### config.mk
export PLATFORM = sky130hd
export DESIGN_NAME = tksl_bin_div
export DESIGN_NICKNAME = d
export VERILOG_FILES = /design/src/rtl/core/tksl_bin_div.sv
export SDC_FILE = /design/constraint.sdc
export NUM_CORES = 1
export LEC_CHECK = 0
export ABC_AREA = 1
export BUFFER_PORTS_ARGS = -buffer_cell sky130_fd_sc_hd__buf_2
export CAP_MARGIN = 20
export CORE_MARGIN = 4
export CORE_UTILIZATION = 25
export CTS_CLUSTER_DIAMETER = 60
export DETAILED_ROUTE_END_ITERATION = 6
export SYNTH_ARGS = -nofsm -noshare
export SYNTH_HDL_FRONTEND = slang
export SYNTH_SLANG_ARGS = --single-unit
export TNS_END_PERCENT = 100
### constraint.sdc
create_clock -name i_clk -period 10.9 [get_ports i_clk]
set_input_delay 1.635 -clock i_clk [delete_from_list [all_inputs] [get_ports i_clk]]
set_output_delay 1.635 -clock i_clk [all_outputs]
set_load 0.005 [all_outputs]
### src/rtl/core/tksl_bin_div.sv
// tksl_bin_div: mass bin by a fixed divisor, one reciprocal multiply, quotient ready the cycle after start
// used for the mass bin; no dependencies
module tksl_bin_div #(
    parameter int DIVISOR = 10,
    parameter int NUM_W   = 22
) (
    input  logic             i_clk,
    input  logic             i_rst_n,
    input  logic             i_start,
    input  logic [NUM_W-1:0] i_num,
    output logic             o_done,
    output logic [NUM_W-1:0] o_quot
);

    localparam int SHIFT_W = $clog2(DIVISOR);
    localparam int K       = NUM_W + SHIFT_W;
    localparam int RECIP_W = NUM_W + 1;
    localparam int PROD_W  = K + NUM_W;
    localparam logic [63:0] ONE_K = 64'd1 << K;
    localparam logic [RECIP_W-1:0] RECIP =
        RECIP_W'((ONE_K + 64'(DIVISOR) - 64'd1) / 64'(DIVISOR));

    logic              r_done;
    logic [NUM_W-1:0]  r_quot;
    logic [PROD_W-1:0] w_prod;

    // rounded-up reciprocal, the bits above K give the exact quotient for NUM_W-bit inputs
    assign w_prod = PROD_W'(i_num) * PROD_W'(RECIP);

    always_ff @(posedge i_clk) begin
        if (!i_rst_n) begin
            r_done <= 1'b0;
        end else begin
            r_done <= i_start;
        end
    end

    always_ff @(posedge i_clk) begin
        if (i_start) begin
            r_quot <= w_prod[K +: NUM_W];
        end
    end

    assign o_done = r_done;
    assign o_quot = r_quot;

endmodule

Yosys cells after proc, flatten, opt, wreduce, memory -nomap -nowiden
Index checks and enable logic that the tools add are counted.
Widths: inputs -> output; s select.
Storage, ports and cells
  register bits: 20
  word-level logic and storage cells: 3
Cells by class
  multipliers: 1
Operators by type and width (number)
  $mul 22x23->45 const B: 1

Logic depth before layout (Yosys ltp)
  depth after elaboration: 1
  depth in mapped cells: 27
  depth with buffers taken out: 27

Worst setup path before layout
OpenSTA, ideal clock, no wires.
  path kind: input port to flip-flop
  start point: input i_num[5]
  end point: register r_quot[3], in the netlist o_quot[3], data pin
  data arrival time: 6298 ps
  path slack: 4343 ps
  stages on the path: 23
  path buffers: 0
  cell sequence: inv_1 ha_1 fa_1 fa_1 inv_1 fa_1 inv_1 fa_1 inv_1 fa_1 inv_1 fa_1 inv_1 ha_1 nand2_1 nor2_1 inv_1 nor2_1 nor2_1 nor2_1 nor2_1 nand2_1 xor2_1
On the way
  longest elaborated chain between the ends: 1
RTL lines
  start: declaration: RTL line 10  | input logic [NUM_W-1:0] i_num,
  $mul 22x23->45: RTL line 28  | assign w_prod = PROD_W'(i_num) * PROD_W'(RECIP);
  net w_prod[29]: RTL line 25  | logic [PROD_W-1:0] w_prod;
  end signal: assignment: RTL line 40  | r_quot <= w_prod[K +: NUM_W];
  end: declaration: RTL line 24  | logic [NUM_W-1:0] r_quot;
The timed path passes the listed nets, and every way through them passes these cells.
A chain may end at the register's enable or synchronous reset.

Worst setup path after layout
  start point: input i_num[5]
  end point: register r_quot[10], in the netlist o_quot[10], data pin
The elaborated chain is that of the path after synthesis.

==> flow_summary.json <==
{
  "synth_cells": 1100,
  "timing.critical_path.max_delay_family": "adder cells",
  "drv.max_cap_violation_count": 0,
  "number_of_antenna_violations_at_the_first_check_in_global_routing": 0,
  "worst_setup_path_end_kind": "flip-flop",
  "cts_buffer_depth": 2,
  "synth_enable_flop_cells": 19,
  "synth_area_um2": 8890,
  "vias_per_cell": 4.27,
  "startpoint_type": "input port",
  "tritoncts_num_sinks": 20,
  "clock_tree.root_cell": "sky130_fd_sc_hd__clkbuf_16",
  "synth_largest_area_cell": "sky130_fd_sc_hd__fa_1",
  "io_buffers": 44,
  "fin_crit_sh": 0.644,
  "final_util": 0.281,
  "synth_flop_cell": "sky130_fd_sc_hd__edfxtp_1",
  "worstHoldEndpoint": "o_done",
  "setup_viol": 0,
  "numCtsBuffers": 3,
  "die-area_um2": 38600,
  "path_clk_slew_ns": 0.06,
  "routed_len_inst_um": 15.1,
  "floorplan.die.height_um": 197,
  "critical_path_required_ns": 10.90,
  "timing.critical_path.mode_cell": "sky130_fd_sc_hd__inv_1",
  "crit_arrival_ns": 7.02,
  "insertedDiodeCount": 0,
  "final_layout_size_suffix_gt1_frac": 0.0584,
  "final-instance-count-excl-fill": 1602,
  "hold_viol_final": 0,
  "timing.hold.worst_path_depth": 3,
  "timing.hold.ws_ns": 1.57,
  "worstHoldPathType": "input port to flip-flop",
  "synthToLayoutAreaGrowth_pct": 9.89,
  "netlist-cell-type-count": 34,
  "start_util": 0.256,
  "setup_cp_type": "input port to flip-flop",
  "fin_crit_ns": 7.02,
  "yosysSeqAreaShare": 0.0664,
  "wl_final_mm": 24.1,
  "clock.fmax_ghz": 0.142,
  "hold_buffers": 0,
  "post-route-drc-count": 0,
  "yosys.cell_count.top_type": "sky130_fd_sc_hd__inv_1",
  "ios": 48,
  "crit_fanout": 5,
  "tritoncts_clock_tree": "done",
  "detailroute.via_count": 6840,
  "slew_viol_final": 0,
  "dp_wirelength_mm": 22.8,
  "max_slew_headroom": 0.575,
  "hold_path_startpoint": "i_rst_n",
  "grt_pass1_vias": 7559,
  "critical_path.slowest_cell": "sky130_fd_sc_hd__fa_1",
  "design.core.area_um2": 34800,
  "cts.repair_timing.setup_buffer_count": 0,
  "grt_overflow_total": 0,
  "ys_top_cells_by_count": "sky130_fd_sc_hd__inv_1, sky130_fd_sc_hd__nand2_1, sky130_fd_sc_hd__ha_1",
  "asyncSetResetFlopFracSynth": 0,
  "synth_warnings": 0,
  "gpl.final_weighted_congestion": 0.931,
  "setup-tns-final_ns": 0,
  "setup_repair_after_global_routing_missed_its_margin": "false",
  "drtPass1Iterations": 6,
  "tightest_slew_ns": 0.633,
  "timing.critical_path.cells": "buf_2, inv_1, ha_1, fa_1, fa_1, inv_1, fa_1, inv_1, fa_1, inv_1, fa_1, inv_1, fa_1, inv_1, ha_1, nand2_1, nor2_1, inv_1, nor2_2, nand3_1, nand3b_1, nand2_1, nand3_1, nand2_1",
  "grt_pass1_wl_mm": 40.1,
  "grtUsageTotal": 0.131,
  "ys_top_cells_by_area": "sky130_fd_sc_hd__fa_1, sky130_fd_sc_hd__ha_1, sky130_fd_sc_hd__inv_1",
  "post_cts.resized_instances": 0,
  "synth_top_area_frac": 0.320,
  "num_rows": 68,
  "drtIter0Drc": 315,
  "nets": 1493,
  "numPlacedInstances": 1598,
  "cts_max_level": 1,
  "outcome": "finished clean",
  "critPathBufInv": 8,
  "grt_start_max_net_pins": 21,
  "die_x_um": 197,
  "avgSynthCellArea_um2": 8.08,
  "ys_ff_latch": 20,
  "timing.critical_path.slowest_cell_delay_ns": 0.58,
  "antenna_violation_net_count_after_detailed_routing": 0
}
## registers in the layout (all words and copies together), names as in the netlist
signal,cells
o_quot,19
o_done,1
## metal layers
metal / vias up / part of all wire / GRT usage
met3: 28 / 0.036 / 0.0138
li1: 3459 / - / -
met5: - / 0 / 0
met1: 3237 / 0.46 / 0.174
met2: 116 / 0.48 / 0.232
met4: 0 / 0.026 / 0.0262
## layout make-up
type | count | area (um2)
Timing Repair Buffer | 44 | 220
Tap cell | 455 | 569
Sequential cell | 20 | 591
Fill cell | 3713 | 25000
Clock buffer | 3 | 75.1
Inverter | 310 | 1160
Clock inverter | 1 | 30.0
Multi-Input combinational cell | 769 | 7120
## logic make-up after synthesis
group                    Yosys count  synth area share
adder cells (fa/ha/maj)          320             0.570
AND/OR/NAND/NOR                  341             0.164
flip-flops                        20            0.0664
XOR/XNOR                           7           0.00690
other                              1          0.000422
buffers and inverters            313             0.133
AO/OA/AOI/OAI                     98            0.0588
## cells in the final DEF, fill, tap and decap left out, types with 10 or more instances in the layout
cell	synthesis	final
sky130_fd_sc_hd__inv_1	309	309
sky130_fd_sc_hd__buf_2	0	44
sky130_fd_sc_hd__nand2_1	196	196
sky130_fd_sc_hd__ha_1	178	178
sky130_fd_sc_hd__nand3_1	24	24
sky130_fd_sc_hd__o21ai_0	37	37
sky130_fd_sc_hd__nand4_1	12	12
sky130_fd_sc_hd__fa_1	142	142
sky130_fd_sc_hd__nor3_1	10	10
sky130_fd_sc_hd__nor2_1	76	76
sky130_fd_sc_hd__a21oi_1	49	49
sky130_fd_sc_hd__edfxtp_1	19	19
## worst max path at each step
stage / startpoint / to / slack (ns) / cells past startpoint
2_1_floorplan: i_num[5] / o_quot[3] / 4.34 / 23
3_3_place_gp: i_num[5] / o_quot[10] / 3.63 / 24
3_5_place_dp: i_num[5] / o_quot[10] / 3.60 / 24
4_1_cts: i_num[5] / o_quot[10] / 3.86 / 24
5_1_grt: i_num[5] / o_quot[18] / 3.53 / 24
6_report: i_num[5] / o_quot[10] / 3.88 / 24
## stage by stage
stage,instance area [um2],worst slack (ns)
CTS,9770,3.86
global route,9770,3.53
finish,9770,3.88
global placement,9670,3.63
floorplan,8900,4.34
detailed placement,9670,3.60
Power is not shown: default switching activity piles up to over one toggle a cycle in this logic, so the estimate is an artifact.
